<file path="src/sv/hcpw_pkg.sv">
// Hilbert curve pixel walker: shared constants, types and helper functions.
// No dependencies; used by every module of the walker.
package hcpw_pkg;

    localparam int GRID_SPAN = 256;
    localparam int MAX_ORDER = 8;
    localparam int ORDER_W   = 4;
    localparam int COORD_W   = 8;
    localparam int SEG_W     = 2 * MAX_ORDER;
    localparam int SPAN_W    = COORD_W + 1;

    typedef struct packed {
        logic [ORDER_W-1:0] k;
        logic [SEG_W-1:0]   seg;
        logic [COORD_W-1:0] pix;
        logic               last;
    } t_seg_word;

    typedef struct packed {
        logic [COORD_W-1:0] x;
        logic [COORD_W-1:0] y;
    } t_point;

    function automatic logic [ORDER_W-1:0] clamp_order(input logic [ORDER_W-1:0] k);
        logic [ORDER_W-1:0] r;
        r = k;
        if (k < ORDER_W'(1)) r = ORDER_W'(1);
        if (k > ORDER_W'(MAX_ORDER)) r = ORDER_W'(MAX_ORDER);
        return r;
    endfunction

    // spacing - 1, spacing = GRID_SPAN >> k
    function automatic logic [COORD_W-1:0] spacing_m1(input logic [ORDER_W-1:0] k);
        logic [SPAN_W-1:0] sp;
        sp = SPAN_W'(GRID_SPAN) >> k;
        return COORD_W'(sp - SPAN_W'(1));
    endfunction

    function automatic logic [COORD_W-1:0] half_spacing(input logic [ORDER_W-1:0] k);
        logic [SPAN_W-1:0] sp;
        sp = SPAN_W'(GRID_SPAN) >> k;
        return COORD_W'(sp >> 1);
    endfunction

    // index of the final segment: 4^k - 2
    function automatic logic [SEG_W-1:0] last_seg(input logic [ORDER_W-1:0] k);
        logic [SEG_W:0] n;
        n = (SEG_W+1)'(1) << {k, 1'b0};
        return SEG_W'(n - (SEG_W+1)'(2));
    endfunction

    // standard Hilbert index-to-xy, one quadrant level per step
    function automatic t_point d2xy(input logic [ORDER_W-1:0] k,
                                    input logic [SEG_W-1:0] d);
        logic [COORD_W-1:0] x;
        logic [COORD_W-1:0] y;
        logic [COORD_W-1:0] tmp;
        logic [COORD_W-1:0] mask;
        logic               rx;
        logic               ry;
        t_point             p;
        x = '0;
        y = '0;
        for (int i = 0; i < MAX_ORDER; i++) begin
            if (ORDER_W'(i) < k) begin
                rx   = d[2*i+1];
                ry   = d[2*i] ^ rx;
                mask = COORD_W'((SPAN_W'(1) << i) - SPAN_W'(1));
                if (!ry) begin
                    if (rx) begin
                        x = ~x & mask;
                        y = ~y & mask;
                    end
                    tmp = x;
                    x   = y;
                    y   = tmp;
                end
                x = x | (COORD_W'(rx) << i);
                y = y | (COORD_W'(ry) << i);
            end
        end
        p.x = x;
        p.y = y;
        return p;
    endfunction

endpackage

</file>
<file path="src/sv/hcpw_walker.sv">
// Curve walker: order register, segment/pixel counters and the stage register
// that hands one segment word per emitted pixel to the plotter. Uses hcpw_pkg.
module hcpw_walker (
    input  logic                        i_clk,
    input  logic                        i_rst_n,
    input  logic                        i_valid,
    output logic                        o_stall,
    input  logic                        i_restart,
    input  logic                        i_cfg_valid,
    output logic                        o_cfg_ready,
    input  logic [hcpw_pkg::ORDER_W-1:0] i_cfg_curve_order,
    output logic                        o_seg_valid,
    output hcpw_pkg::t_seg_word         o_seg,
    input  logic                        i_seg_ready
);

    logic [hcpw_pkg::ORDER_W-1:0] r_cfg_order;
    logic [hcpw_pkg::ORDER_W-1:0] r_k, n_k;
    logic [hcpw_pkg::SEG_W-1:0]   r_seg, n_seg;
    logic [hcpw_pkg::COORD_W-1:0] r_pix, n_pix;
    logic                         r_fin, n_fin;
    logic                         r_s1_valid;
    hcpw_pkg::t_seg_word          r_s1;

    logic                         s1_ready;
    logic                         acc;
    logic                         emit;
    logic [hcpw_pkg::ORDER_W-1:0] cur_k;
    logic [hcpw_pkg::SEG_W-1:0]   cur_seg;
    logic [hcpw_pkg::COORD_W-1:0] cur_pix;
    logic                         pix_end;
    logic                         is_last;

    assign s1_ready    = !r_s1_valid || i_seg_ready;
    assign o_stall     = !s1_ready;
    assign acc         = i_valid && s1_ready;
    assign o_cfg_ready = 1'b1;

    always_comb begin
        cur_k   = i_restart ? hcpw_pkg::clamp_order(r_cfg_order) : r_k;
        cur_seg = i_restart ? '0 : r_seg;
        cur_pix = i_restart ? '0 : r_pix;
        emit    = i_restart || !r_fin;
        pix_end = (cur_pix == hcpw_pkg::spacing_m1(cur_k));
        is_last = pix_end && (cur_seg == hcpw_pkg::last_seg(cur_k));
        n_k     = cur_k;
        n_seg   = pix_end ? cur_seg + hcpw_pkg::SEG_W'(1) : cur_seg;
        n_pix   = pix_end ? '0 : cur_pix + hcpw_pkg::COORD_W'(1);
        n_fin   = is_last;
    end

    always_ff @(posedge i_clk) begin
        if (!i_rst_n) begin
            r_cfg_order <= hcpw_pkg::ORDER_W'(1);
            r_k         <= hcpw_pkg::ORDER_W'(1);
            r_seg       <= '0;
            r_pix       <= '0;
            r_fin       <= 1'b1;
            r_s1_valid  <= 1'b0;
        end else begin
            if (i_cfg_valid) begin
                r_cfg_order <= i_cfg_curve_order;
            end
            if (acc && emit) begin
                r_k   <= n_k;
                r_seg <= n_seg;
                r_pix <= n_pix;
                r_fin <= n_fin;
            end
            if (s1_ready) begin
                r_s1_valid <= acc && emit;
            end
        end
    end

    always_ff @(posedge i_clk) begin
        if (s1_ready) begin
            r_s1.k    <= cur_k;
            r_s1.seg  <= cur_seg;
            r_s1.pix  <= cur_pix;
            r_s1.last <= is_last;
        end
    end

    assign o_seg_valid = r_s1_valid;
    assign o_seg       = r_s1;

    a_order_range: assert property (@(posedge i_clk) disable iff (!i_rst_n)
        r_k >= hcpw_pkg::ORDER_W'(1) && r_k <= hcpw_pkg::ORDER_W'(hcpw_pkg::MAX_ORDER))
        else $error("latched order out of range");

    a_pix_bound: assert property (@(posedge i_clk) disable iff (!i_rst_n)
        !r_fin |-> r_pix <= hcpw_pkg::spacing_m1(r_k))
        else $error("pixel offset beyond segment");

    a_last_ends: assert property (@(posedge i_clk) disable iff (!i_rst_n)
        (acc && emit && is_last) |=> r_fin && r_s1_valid && r_s1.last)
        else $error("walker not finished after last pixel");

endmodule

</file>
<file path="src/sv/hcpw_plot.sv">
// Plotter: maps a segment word to pixel coordinates via two Hilbert lookups
// and holds the result word in the output register. Uses hcpw_pkg.
module hcpw_plot (
    input  logic                         i_clk,
    input  logic                         i_rst_n,
    input  logic                         i_seg_valid,
    input  hcpw_pkg::t_seg_word          i_seg,
    output logic                         o_seg_ready,
    output logic                         o_valid,
    input  logic                         i_stall,
    output logic [hcpw_pkg::COORD_W-1:0] o_pixel_x,
    output logic [hcpw_pkg::COORD_W-1:0] o_pixel_y,
    output logic                         o_last
);

    logic                         r_valid;
    logic [hcpw_pkg::COORD_W-1:0] r_x, n_x;
    logic [hcpw_pkg::COORD_W-1:0] r_y, n_y;
    logic                         r_last;

    hcpw_pkg::t_point             cur;
    hcpw_pkg::t_point             nxt;
    logic [hcpw_pkg::COORD_W-1:0] half;
    logic [hcpw_pkg::COORD_W-1:0] base_x;
    logic [hcpw_pkg::COORD_W-1:0] base_y;
    logic [3:0]                   sh;
    logic                         out_ready;

    assign out_ready   = !r_valid || !i_stall;
    assign o_seg_ready = out_ready;

    always_comb begin
        cur    = hcpw_pkg::d2xy(i_seg.k, i_seg.seg);
        nxt    = hcpw_pkg::d2xy(i_seg.k, i_seg.seg + hcpw_pkg::SEG_W'(1));
        half   = hcpw_pkg::half_spacing(i_seg.k);
        sh     = 4'(hcpw_pkg::COORD_W) - i_seg.k;
        base_x = (cur.x << sh) + half;
        base_y = (cur.y << sh) + half;
        n_x    = base_x;
        n_y    = base_y;
        if (nxt.x > cur.x) n_x = base_x + i_seg.pix;
        else if (nxt.x < cur.x) n_x = base_x - i_seg.pix;
        if (nxt.y > cur.y) n_y = base_y + i_seg.pix;
        else if (nxt.y < cur.y) n_y = base_y - i_seg.pix;
    end

    always_ff @(posedge i_clk) begin
        if (!i_rst_n) begin
            r_valid <= 1'b0;
        end else if (out_ready) begin
            r_valid <= i_seg_valid;
        end
    end

    always_ff @(posedge i_clk) begin
        if (out_ready) begin
            r_x    <= n_x;
            r_y    <= n_y;
            r_last <= i_seg.last;
        end
    end

    assign o_valid   = r_valid;
    assign o_pixel_x = r_x;
    assign o_pixel_y = r_y;
    assign o_last    = r_last;

    a_hold: assert property (@(posedge i_clk) disable iff (!i_rst_n)
        (r_valid && i_stall) |=> r_valid && $stable(r_x) && $stable(r_y) && $stable(r_last))
        else $error("output word changed under stall");

endmodule

</file>
<file path="src/sv/hilbert_curve_pixel_walker_top.sv">
// Hilbert curve pixel walker, top level: walker stage feeding the plotter.
// Path: an accepted word is registered in the walker stage register, then in the plotter output register.
// Throughput: one pixel word per cycle while i_valid is high and i_stall does not hold the output.
// Reset (sync, active low): order 1, walker idle until a restart word arrives.
// Depends on hcpw_pkg, hcpw_walker and hcpw_plot.
module hilbert_curve_pixel_walker_top (
    input  logic                         i_clk,
    input  logic                         i_rst_n,
    input  logic                         i_valid,
    output logic                         o_stall,
    input  logic                         i_restart,
    input  logic                         i_cfg_valid,
    output logic                         o_cfg_ready,
    input  logic [hcpw_pkg::ORDER_W-1:0] i_cfg_curve_order,
    output logic                         o_valid,
    input  logic                         i_stall,
    output logic [hcpw_pkg::COORD_W-1:0] o_pixel_x,
    output logic [hcpw_pkg::COORD_W-1:0] o_pixel_y,
    output logic                         o_last
);

    logic                seg_valid;
    logic                seg_ready;
    hcpw_pkg::t_seg_word seg;

    hcpw_walker u_walker (
        .i_clk             (i_clk),
        .i_rst_n           (i_rst_n),
        .i_valid           (i_valid),
        .o_stall           (o_stall),
        .i_restart         (i_restart),
        .i_cfg_valid       (i_cfg_valid),
        .o_cfg_ready       (o_cfg_ready),
        .i_cfg_curve_order (i_cfg_curve_order),
        .o_seg_valid       (seg_valid),
        .o_seg             (seg),
        .i_seg_ready       (seg_ready)
    );

    hcpw_plot u_plot (
        .i_clk       (i_clk),
        .i_rst_n     (i_rst_n),
        .i_seg_valid (seg_valid),
        .i_seg       (seg),
        .o_seg_ready (seg_ready),
        .o_valid     (o_valid),
        .i_stall     (i_stall),
        .o_pixel_x   (o_pixel_x),
        .o_pixel_y   (o_pixel_y),
        .o_last      (o_last)
    );

endmodule
</file>
<file path="config.mk">
export PLATFORM = sky130hd
export DESIGN_NAME = hilbert_curve_pixel_walker_top
export DESIGN_NICKNAME = d
export VERILOG_FILES = /design/src/sv/hcpw_pkg.sv /design/src/sv/hcpw_walker.sv /design/src/sv/hcpw_plot.sv /design/src/sv/hilbert_curve_pixel_walker_top.sv
export SDC_FILE = /design/constraint.sdc
export NUM_CORES = 1
export LEC_CHECK = 0
export BUFFER_PORTS_ARGS = -buffer_cell sky130_fd_sc_hd__buf_4
export CORE_ASPECT_RATIO = 1.25
export CORE_MARGIN = 1.5
export CORE_UTILIZATION = 59
export DETAILED_ROUTE_END_ITERATION = 12
export GPL_TIMING_DRIVEN = 0
export PLACE_DENSITY = 0.85
export REMOVE_ABC_BUFFERS = 1
export SLEW_MARGIN = 20
export SYNTH_ARGS = -nofsm -noshare
export SYNTH_HDL_FRONTEND = slang
export SYNTH_SLANG_ARGS = --single-unit
</file>
<file path="constraint.sdc">
create_clock -name i_clk -period 7.9 [get_ports i_clk]
set_input_delay 1.58 -clock i_clk [delete_from_list [all_inputs] [get_ports i_clk]]
set_output_delay 1.58 -clock i_clk [all_outputs]
set_load 0.01 [all_outputs]
</file>
; ---- Yosys cells after proc, flatten, opt, wreduce, memory -nomap -nowiden
; Cells that the tools add are included.
[totals]
ramBits = 0
romBits = 0
inputBits = 10
mem_count = 0
elab_cells = 262
register_bits = 81
latch_bits = 0
[classes]
bitwise_logic = 76
n_mul = 0
muxes = 128
n_eq_ne = 2
n_lt_le_gt_ge = 14
div_mod_pow = 0
n_reduce_logical = 11
addsub = 12
n_shift = 5
[ops]
columns = operator, n
row1 = two-way mux 8 bit, 123
row2 = "adder 16 x 1 -> 16 bit, second input constant", 2
row3 = adder 8 bit, 4
row4 = two-way mux 16 bit, 2
row5 = bitwise OR 8 x 1 -> 8 bit, 4
row6 = bitwise OR 8 x 2 -> 8 bit, 4
row7 = bitwise OR 8 x 3 -> 8 bit, 4
row8 = bitwise OR 8 x 4 -> 8 bit, 4
row9 = bitwise OR 8 x 5 -> 8 bit, 4
row10 = bitwise OR 8 x 6 -> 8 bit, 4
row11 = bitwise OR 8 x 7 -> 8 bit, 4
row12 = bitwise OR 8 bit, 4
row13 = inverter 7 bit, 4
row14 = inverter 6 bit, 4
row15 = inverter 5 bit, 4
row16 = == test 16 bit, 1
row17 = > comparator 8 bit, 2
row18 = "< comparator 3 x 4 -> 1 bit, first input constant", 4
row19 = < comparator 8 bit, 2
row20 = inverter 4 bit, 4
row21 = "left shift 1 x 5 -> 16 bit, first input constant", 1
row22 = left shift 8 x 4 -> 8 bit, 2
row23 = "subtractor 16 x 2 -> 16 bit, second input constant", 1
row24 = subtractor 8 bit, 2
row25 = 18 further kinds, 54

; ---- Longest topological paths before layout
; Gate-level depths: netlist of the first run.
[depth]
ltp_word = 51
mapped_depth = 35
ltp_nobuf = 31

; ---- By module
; Synthesis of the first run repeated with hierarchy kept, for this count alone.
[hier_totals]
hier_cells = 1586
area_unflattened_um2 = 11925.2
[modules_own_cells]
columns = module, cells_each, instances, area_each_um2
row1 = hcpw_plot, 1155, 1, 8096.5
row2 = hcpw_walker, 431, 1, 3828.7

; ---- Least setup slack after synthesis of the first run
; Ideal clock, no wire load.
[synth_timing]
kind = register to register
from = register u_walker.o_seg[25] (netlist name)
to = register u_plot.r_x, in the netlist u_plot.o_pixel_x[7] (data pin)
slack_ns = -0.007
setup_ns = 0.158
path_stages_with_launch = 32
t_arrival_ns = 7.750
path_cell_list = edfxtp_1 clkbuf_1 clkinv_1 ha_1 or3b_1 buf_6 a211oi_4 mux2_2 or3_1 buf_2 mux2_4 o21bai_2 o22ai_1 or4_1 buf_2 a21o_1 a2111oi_4 nor2_2 a211oi_1 fa_1 ha_1 inv_1 a21o_1 a21oi_1 o21bai_1 a21oi_1 o21bai_1 a21o_1 a221o_1 and3_1 or4_1 o211ai_1
[synth_between]
elab_chain_len = 49
word_cells_on_any_way = 178
cone_classes = add/sub (4) / order compare (10) / shift (2) / mux (110) / bitwise (52)
[synth_lines]
columns = element, line_no
row1 = < comparator 1 x 4 -> 1 bit, hcpw_pkg.sv:65  ; if (ORDER_W'(i) < k) begin
row2 = two-way mux 8 bit, hcpw_pkg.sv:65
row3 = inverter 1 bit, hcpw_pkg.sv:72  ; y = ~y & mask;
row4 = two-way mux 8 bit, hcpw_pkg.sv:70  ; if (rx) begin
row5 = two-way mux 8 bit, hcpw_pkg.sv:69  ; if (!ry) begin
row6 = two-way mux 8 bit, hcpw_pkg.sv:65
row7 = bitwise OR 8 x 2 -> 8 bit, hcpw_pkg.sv:78  ; x = x | (COORD_W'(rx) << i);
row8 = two-way mux 8 bit, hcpw_pkg.sv:65
row9 = [34 not listed], -
row10 = bitwise OR 8 bit, hcpw_pkg.sv:78
row11 = two-way mux 8 bit, hcpw_pkg.sv:65
row12 = left shift 8 x 4 -> 8 bit, hcpw_plot.sv:37  ; base_x = (cur.x << sh) + half;
row13 = adder 8 bit, hcpw_plot.sv:37
row14 = subtractor 8 bit, hcpw_plot.sv:42  ; else if (nxt.x < cur.x) n_x = base_x - i_seg.pix;
row15 = two-way mux 8 bit, hcpw_plot.sv:42
row16 = two-way mux 8 bit *, hcpw_plot.sv:41  ; if (nxt.x > cur.x) n_x = base_x + i_seg.pix;
row17 = via u_plot.n_x (one bit), hcpw_plot.sv:17  ; logic [hcpw_pkg::COORD_W-1:0] r_x, n_x;
row18 = "end signal, assigned", hcpw_plot.sv:57  ; r_x <= n_x;
row19 = "end, declared", hcpw_plot.sv:17
; Mark *: on every way through the listed nets, which the timed path passes. The rest lies on a longest branch. The select of a mux whose other input is x is not followed.
; A chain may end at the register's enable or synchronous reset.

; ---- Worst setup path in the final report of the first run
[layout_timing]
from = register u_walker.o_seg[26] (netlist name)
to = register u_plot.r_y, in the netlist u_plot.o_pixel_y[7] (data pin)
[layout_between]
elab_chain_len = 49
word_cells_on_any_way = 178
cone_classes = add/sub (4) / order compare (10) / shift (2) / mux (110) / bitwise (52)
[layout_lines]
columns = element, line_no
row1 = < comparator 1 x 4 -> 1 bit, hcpw_pkg.sv:65
row2 = two-way mux 8 bit, hcpw_pkg.sv:65
row3 = inverter 1 bit, hcpw_pkg.sv:71  ; x = ~x & mask;
row4 = two-way mux 8 bit, hcpw_pkg.sv:70
row5 = two-way mux 8 bit, hcpw_pkg.sv:69
row6 = two-way mux 8 bit, hcpw_pkg.sv:65
row7 = bitwise OR 8 x 2 -> 8 bit, hcpw_pkg.sv:79  ; y = y | (COORD_W'(ry) << i);
row8 = two-way mux 8 bit, hcpw_pkg.sv:65
row9 = [34 not listed], -
row10 = bitwise OR 8 bit, hcpw_pkg.sv:79
row11 = two-way mux 8 bit, hcpw_pkg.sv:65
row12 = left shift 8 x 4 -> 8 bit, hcpw_plot.sv:38  ; base_y = (cur.y << sh) + half;
row13 = adder 8 bit, hcpw_plot.sv:38
row14 = subtractor 8 bit, hcpw_plot.sv:44  ; else if (nxt.y < cur.y) n_y = base_y - i_seg.pix;
row15 = two-way mux 8 bit, hcpw_plot.sv:44
row16 = two-way mux 8 bit *, hcpw_plot.sv:43  ; if (nxt.y > cur.y) n_y = base_y + i_seg.pix;
row17 = via u_plot.n_y (one bit), hcpw_plot.sv:18  ; logic [hcpw_pkg::COORD_W-1:0] r_y, n_y;
row18 = "end signal, assigned", hcpw_plot.sv:58  ; r_y <= n_y;
row19 = "end, declared", hcpw_plot.sv:18
; Marked as above.

==> results of run 1 <==
[cell families (layout without fill, tap and decap cells)]
kind of cell,after synthesis,in the layout,synth area share
flip-flops,81,81,0.1760
multiplexers,65,65,0.05933
AO/OA/AOI/OAI,521,521,0.3082
adder cells (fa/ha/maj),84,84,0.09265
buffers and inverters,164,149,0.05711
other,1,1,0.0003170
AND/OR/NAND/NOR,554,554,0.2356
XOR/XNOR,94,94,0.07076
[per-layer routing]
layer  vias to the layer above  part of all wire  GRT usage
met1                      5873              0.38     0.3892
met4                         0             0.058     0.1808
li1                       5837                 -          -
met5                         -                 0          0
met2                       716              0.48     0.5346
met3                       182             0.076    0.03114
[final cells by class]
type / instances / area [sq um]
Multi-Input combinational cell: 1319 / 9422
Inverter: 64 / 245.2
Sequential cell: 81 / 2082
Fill cell: 1634 / 6589
Clock inverter: 7 / 101.3
Timing Repair Buffer: 69 / 545.5
Tap cell: 265 / 331.6
Clock buffer: 9 / 225.2
[critical path, delay by kind of cell, from the launching register on]
family                     cells  cell delay [ns]
xor gates and xnor gates       1             0.31
muxes                          1             0.38
DFF                            1             0.45
adders and majority gates      4             1.22
and+or+nand+nor                7             2.22
buffers and inverters          3             0.27
AOI/OAI and AO/OA             14             2.91
[flip-flops by register name (all words and copies together), names as in the netlist]
register / cells
u_plot.o_valid: 1
u_walker.o_seg: 29
u_walker.r_seg: 16
u_plot.o_last: 1
u_plot.o_pixel_x: 8
u_plot.o_pixel_y: 8
u_walker.r_fin: 1
u_walker.r_pix: 8
u_walker.o_seg_valid: 1
u_walker.r_cfg_order: 4
u_walker.r_k: 4
[power by group through the flow]
stage / clock (uW) / combinational, uW / sequential [uW]
final: 462 / 1240 / 528
after global routing: 480 / 1330 / 532
after CTS: 465 / 1130 / 527
after detailed placement: 0 / 1080 / 546
after global placement: 0 / 1050 / 549
after floorplan: 0 / 774 / 562
[per-stage QoR]
step | total power (uW) | hold WS, ns | setup TNS, ns | cells
after global routing | 2344 | 0.4978 | -0.2438 | 1814
after floorplan | 1335 | 0.4003 | -0.4995 | 1464
after global placement | 1596 | 0.4538 | -9.033 | 1757
after detailed placement | 1623 | 0.4557 | -7.118 | 1759
final | 2234 | 0.4656 | -0.04671 | 1814
after CTS | 2127 | 0.4722 | 0 | 1795
[Yosys cell counts, types with 14 or more instances]
cell type                  count  area [sq um]
sky130_fd_sc_hd__o21ai_0      86         430.4
sky130_fd_sc_hd__nand2_1     146         548.0
sky130_fd_sc_hd__nand3_1      49         245.2
sky130_fd_sc_hd__nand4_1      19         118.9
sky130_fd_sc_hd__nor4_1       14         87.58
sky130_fd_sc_hd__edfxtp_1     46          1381
sky130_fd_sc_hd__mux2i_1      50         500.5
sky130_fd_sc_hd__ha_1         78         975.9
sky130_fd_sc_hd__or3_1        18         112.6
sky130_fd_sc_hd__and2_1       32         200.2
sky130_fd_sc_hd__nor3_1       44         220.2
sky130_fd_sc_hd__a21o_1       34         255.2
sky130_fd_sc_hd__clkbuf_1     75         281.5
sky130_fd_sc_hd__nand2b_1     16         100.1
sky130_fd_sc_hd__and3_1       16         100.1
sky130_fd_sc_hd__dfxtp_1      35         700.7
sky130_fd_sc_hd__o22ai_1      41         256.5
sky130_fd_sc_hd__xor2_1       24         210.2
sky130_fd_sc_hd__o21bai_1     18         135.1
sky130_fd_sc_hd__o211ai_1     22         165.2
sky130_fd_sc_hd__a31oi_1      18         112.6
sky130_fd_sc_hd__a22oi_1      18         135.1
sky130_fd_sc_hd__a211oi_1     28         210.2
sky130_fd_sc_hd__nor2_1      115         431.7
sky130_fd_sc_hd__inv_1        58         217.7
sky130_fd_sc_hd__a21oi_1     104         520.5
sky130_fd_sc_hd__xnor2_1      69         604.3
sky130_fd_sc_hd__nor2b_1      43         269.0
[what timing repair did]
| action | 4_1_cts | 5_1_grt |
|---|---|---|
| setup buffers | 20 | 19 |
| gates resized for setup | 25 | 46 |
| endpoints found under the setup margin | 10 | 2 |
| pin swaps | 6 | 24 |
[worst min path at each step]
stage	to	slack, ns
floorplan	u_plot.o_last$_DFFE_PP_	0.40
global placement	u_walker.r_cfg_order[0]$_SDFFE_PN1P_	0.45
detailed placement	u_walker.r_cfg_order[0]$_SDFFE_PN1P_	0.46
CTS	u_walker.r_cfg_order[0]$_SDFFE_PN1P_	0.47
global route	u_walker.r_cfg_order[0]$_SDFFE_PN1P_	0.50
finish	u_walker.r_cfg_order[0]$_SDFFE_PN1P_	0.47
==> run summary, run 1 <==
In this run the power density over the cells is 172.5 mW/mm^2. The number of global-route vias before repair is 11.25k. The area added between synthesis and finish is 9.487%, and the global-route wire length before repair is 53,850 microns.

The most critical setup path has its startpoint at u_walker.o_seg[26]$_DFFE_PN_. The run gives 1,356 as the number of design-rule violations left by the first detailed-router iteration. The count of buffers inserted at the top-level ports works out to 28.

The floorplan has 57 rows. The run gives 0 as the number of hold-slack violations in the final timing report. The share of total power in the clock network is 0.207.

The total of hold buffers inserted after clock tree synthesis was 0; the number of unique standard cell types used by synthesis was 105. STA classifies the critical path startpoint as a flip-flop. At the worst endpoint, the required time is 8.07 ns. In the layout the commonest cells are sky130_fd_sc_hd__nand2_1 (146), sky130_fd_sc_hd__nor2_1 (111), sky130_fd_sc_hd__a21oi_1 (90).

The number of pins exceeding their max-slew limit in the final report was 0. The critical path ends at u_plot.o_pixel_y[7]$_DFFE_PP_. The share of post-route cells with drive strength above 1 works out to 0.1285.

The die covers 0.02091 sq mm. Entering global routing, the biggest net connects 42 pins. The maximum fanout along the worst path was 6. The worst max-slew margin expressed relative to the limit was 0.2647. 30 I/O pins were placed.

Counting every instance in the synthesized netlist gives 1,564. For the total CTS buffers, the log shows 9. The initial core utilization was 0.6054. The routed length per instance works out to 19.30 microns.

The die width was 129.7 microns. The total core area is 0.01954 sq mm, and the average via count per standard cell is 6.950. The final layout contains 1,638 nets. In the synthesized netlist the dominant register cell turns out to be sky130_fd_sc_hd__edfxtp_1.

The internal portion of the total power is 1281 uW. Critical register-to-register path endpoint: u_plot.o_pixel_y[7]$_DFFE_PP_. The clock net in this run drives a total of 81 sinks. The chip height is 161.3 microns. The final reports fail on negative setup slack.

The run gives 3 as the number of levels in the clock H-tree. TritonCTS built the clock tree. The slowest stage of the critical path is the sky130_fd_sc_hd__or4_4 cell. The library cell used most frequently in the layout, excluding fill and tap cells, is sky130_fd_sc_hd__nand2_1. STA classifies the critical path endpoint as a flip-flop. The worst-case IR drop observed on VDD is 0.0002236 V. The run gives 0.6628 as the share of the core filled with cells.

In this run the most critical hold path is launched from u_walker.r_cfg_order[0]$_SDFFE_PN1P_. Across all register-to-register paths, the minimum setup slack is -0.05 ns. The run gives 0 as the number of antenna violations at the first check in global routing. In this run the worst hold path is classified as flip-flop to flip-flop. The portion of total power attributed to sequential cells was 0.236. At the pin with the least slew margin, the transition time is 1.075 ns.

Once detail routing completed, the nets flagged for antenna violations numbered 0. For the total global-route track usage, the log shows 0.3162. After global routing the overflow that remains totals 0. The flow ran to the end, but the final reports show violations. For the maximum count of clock buffers along a single path, the log shows 2.

The sequential area share after synthesis was 0.1760. The logs give 0.01295 sq mm for the total non-filler cell area in the finished layout and -1.647 ns for the setup slack at placement. In this run, synthesis inferred 46 flip-flops with an integrated enable.

The number of violations of the max-capacitance limit came out at 0. In this run the clock root is driven by a sky130_fd_sc_hd__clkbuf_16. The post-synthesis async set-or-reset flop share is 0, and the total net switching power is 953.1 uW. The detailed router placed 12.61k vias in this run. The switching share of total power works out to 0.4267. At the end of routability-driven placement, the weighted congestion stood at 0.9388. For the count of yosys warnings during synthesis, the log shows 0.

The post-synthesis average cell area was 7.564 sq um; the half-perimeter wire length after placement was 24,340 microns. The instance area at placement came out at 0.01198 sq mm. The run gives -0.04671 ns as the post-layout worst setup margin. Before antenna repair, the detailed router went through 6 iterations. The run gives 125.8 MHz as the maximum operating frequency. The share of power burned in combinational logic is 0.557, and the static leakage is 0.005111 uW. The logs give 0 for the DRC violations left and 0.01183 sq mm for the total standard cell area after synthesis. The delay of the slowest cell on the worst path was 0.49 ns. Worst-case reg-to-reg path depth: 30. The run gives 1 as the final number of setup-violating endpoints.

Clock transition at the register clock pins on the worst setup and hold paths after CTS: 0.07 ns. 0 antenna diodes ended up in the layout. Along the worst hold path, the cell count comes to 2. The clock reaches the later pin of the worst-skew pair after 0.35 ns. The data arrival at the endpoint of the critical path was 8.11 ns; the total wire length was 35,020 microns. The worst register-to-register path begins at u_walker.o_seg[26]$_DFFE_PN_. Time the worst path needs with I/O delays and setup: 7.947 ns.

By startpoint and endpoint, the worst setup path is classified as flip-flop to flip-flop. On the final layout, the worst clock skew is 0.008851 ns. Counting flops and latches in the post-synthesis netlist gives 81.

The fraction of the cycle the final worst path needs was 1.006.
Power figures use the tool's default switching activity.
==> run 2: changes to the inputs <==
CORE_MARGIN = unset   (was 1.5)
TNS_END_PERCENT = 10   (was unset)
==> run 2 against run 1 <==
Compared with the run above: the run now ends clean; maximum frequency grew 1.4%; via count grew 0.15%; critical path depth shrank 1; count of clock-buffer cells in the layout is the same; core utilization shrank 0.29 points; clock skew shrank 0.0023 ns; critical path type unchanged.
==> run summary, run 2 (same netlist as run 1, synthesis figures left out) <==
The tools report the worst reg2reg path startpoint as u_walker.o_seg[25]$_DFFE_PN_. Fraction of the cycle the final worst path needs: 0.9924. The count of buffers added on input and output ports is 28. After layout, the design draws a total of 2183 uW. 0 antenna diodes ended up in the layout. The clock arrives with 0.006513 ns of skew. The area growth from synthesis to layout is 9.001%.

The worst max-slew margin expressed relative to the limit is 0.2922. The clock passes through at most 2 buffers. Entering global routing, the biggest net connects 42 pins. The final weighted congestion in routability-driven placement was 0.9668.

For this block, the initial DRC count from the detailed router was 1,197. The number of global-route vias before repair is 11.69k. The number of cells on the worst reg-to-reg path is 29. The average via count per standard cell was 6.976; the data arrival at the endpoint of the critical path was 7.93 ns. The worst-case IR drop observed on VDD is 0.0001986 V. The worst setup path is of the flip-flop to flip-flop kind. The final route contains 12.63k vias. Data on the critical path is required at its endpoint by 7.99 ns.

The run finished with clean final reports. For this run, the top clock speed supported by timing is 127.6 MHz. The core region is 0.01954 sq mm.

The die width is 128.7 microns, and the number of pins exceeding their max-slew limit in the final report is 0. The clock tree synthesis step divided the H-tree into 3 levels. The number of hold-slack violations in the final timing report is 0. The worst hold path belongs to the class flip-flop to flip-flop.

In this run the worst setup path terminates at u_plot.o_pixel_y[7]$_DFFE_PP_. Summed over all layers, the routed wires come to 35,350 microns. In this run, placement finished with an instance count of 1,759. The total CTS buffers is 9. The worst-path cell with the longest stage delay was sky130_fd_sc_hd__or4_4. At the later pin of the worst-skew pair, clock insertion delay measures 0.34 ns. The global-route wire length before repair was 55,750 microns.

The slew at the pin closest to its max-slew limit works out to 1.058 ns. Summed over all layers, the global routing overflow is 0. The initial core utilization was 0.6054; the placement row count was 57. The tools report the die area as 0.02062 sq mm.

For this run, the slowest stage of the critical path takes 0.57 ns. For flop-to-flop paths, the worst setup slack is 0.06 ns. The analysis attributes to cell leakage a power of 0.005091 uW.

In this run the power density over the cells is 169.3 mW/mm^2. TritonCTS built the clock tree. In this run the critical register-to-register path is captured at u_plot.o_pixel_y[7]$_DFFE_PP_. The total global-route track usage was 0.3303. The half-perimeter wire length after placement was 24,730 microns. In this run the worst path has a maximum fanout of 15. The tool flagged a number of max-cap violations equal to 0. The worst path in the final design needs a cycle of 7.840 ns, including I/O delays and setup. The share of post-route cells with drive strength above 1 is 0.1217. At the end of the flow, the number of nets in the layout was 1,634. During I/O placement, the number of pins put on the boundary was 30. The startpoint type of the worst setup path was a flip-flop. The category of the worst setup path capture point is a flip-flop.

The register with the most flip-flops in the layout has 29 of them. CTS saw 81 sinks. Buffers inserted to repair hold after CTS numbered 0.

The library cell used most frequently in the layout, excluding fill and tap cells, is sky130_fd_sc_hd__nand2_1. From bottom edge to top edge, the die measures 160.3 microns. Worst hold slack across all endpoints: 0.4785 ns. The number of antenna violations at the first check in global routing was 0.

The count of nets left with antenna violations once routing finished came out at 0. Dividing the detail-routed wire length by the instance count gives 19.53 microns. The worst setup path startpoint was u_walker.o_seg[25]$_DFFE_PN_. Setup violations remaining at the end of the flow were counted as 0.

Once layout is complete, the cells apart from fillers number 1,810. The root buffer cell chosen for the clock tree is sky130_fd_sc_hd__clkbuf_16. The top cell types in the final layout, fill and taps aside, are sky130_fd_sc_hd__nand2_1 (146), sky130_fd_sc_hd__nor2_1 (111), sky130_fd_sc_hd__a21oi_1 (93). Before antenna repair, the detailed router went through 8 iterations.

The most numerous cell type found on the critical path is sky130_fd_sc_hd__a21oi_1. Clock-pin slew was measured on the worst setup and hold paths at 0.06 ns. In the routed design, unresolved DRC markers number 0.
run 2: cell count changes in the layout (fill, tap and decap cells not counted), moves of 2 or more:
cell,before,now
sky130_fd_sc_hd__a21oi_2,12,10
sky130_fd_sc_hd__a21oi_1,90,93
sky130_fd_sc_hd__clkinv_1,4,6
sky130_fd_sc_hd__buf_4,66,63
sky130_fd_sc_hd__ha_2,5,3
run 2: worst min path at each step:
stage	slack, ns	cells after the start	startpoint	to
4_1_cts	0.48	2	u_walker.r_fin$_SDFFE_PN1P_	u_walker.r_fin$_SDFFE_PN1P_
5_1_grt	0.49	0	u_walker.o_seg[0]$_DFFE_PN_	u_plot.o_last$_DFFE_PP_
2_1_floorplan	0.40	0	u_walker.o_seg[0]$_DFFE_PN_	u_plot.o_last$_DFFE_PP_
3_5_place_dp	0.47	2	u_walker.r_fin$_SDFFE_PN1P_	u_walker.r_fin$_SDFFE_PN1P_
6_report	0.48	0	u_walker.o_seg[0]$_DFFE_PN_	u_plot.o_last$_DFFE_PP_
3_3_place_gp	0.45	2	u_walker.r_cfg_order[0]$_SDFFE_PN1P_	u_walker.r_cfg_order[0]$_SDFFE_PN1P_
run 2: layer usage:
metal / share of wire / track usage / up-vias
met1: 0.38 / 0.3894 / 5922
li1: - / - / 5818
met2: 0.49 / 0.5681 / 710
met4: 0.059 / 0.1979 / 0
met5: 0 / 0 / -
met3: 0.071 / 0.04164 / 177
run 2: power by group:
group          leakage (uW)  total [uW]  switching [uW]  internal (uW)
clock network      0.000137         413             169            244
registers          0.000825         528            21.0            507
logic               0.00413        1240             751            491
run 2: area by class of cell:
type,instances,area [sq um]
multi-input combinational,1319,9425
sequential,81,2082
clock buffer,9,225.2
clock inverter,7,70.07
fill,1623,6646
timing repair buffer,65,515.5
tap,265,331.6
inverter,64,245.2
run 2: through the flow:
step           cell area (sq um)  utilization  TNS [ns]  worst slack (ns)
2_1_floorplan              11390            -   -0.4995           -0.2683
3_3_place_gp               11940       0.6108    -9.295            -1.806
3_5_place_dp               11990       0.6134    -8.200            -1.744
4_1_cts                    12510       0.6401         0         0.0004023
5_1_grt                    12890       0.6599   -0.1347          -0.08920
6_report                   12890       0.6599         0           0.06037
run 2: repair_timing:
| action | 4_1_cts | 5_1_grt |
|---|---|---|
| resized for setup | 22 | 47 |
| pin swaps | 5 | 20 |
| buffers inserted | 17 | 18 |
| setup endpoints to repair | 11 | 2 |
run 2: worst max-delay path: cells and delay by family (launching register included):
family | cells | cell delay [ns]
flip-flops | 1 | 0.50
XOR/XNOR | 1 | 0.20
AO/OA/AOI/OAI | 13 | 3.00
adder cells (fa/ha/maj) | 3 | 0.89
buffers and inverters | 1 | 0.27
multiplexers | 1 | 0.32
AND/OR/NAND/NOR | 10 | 2.40
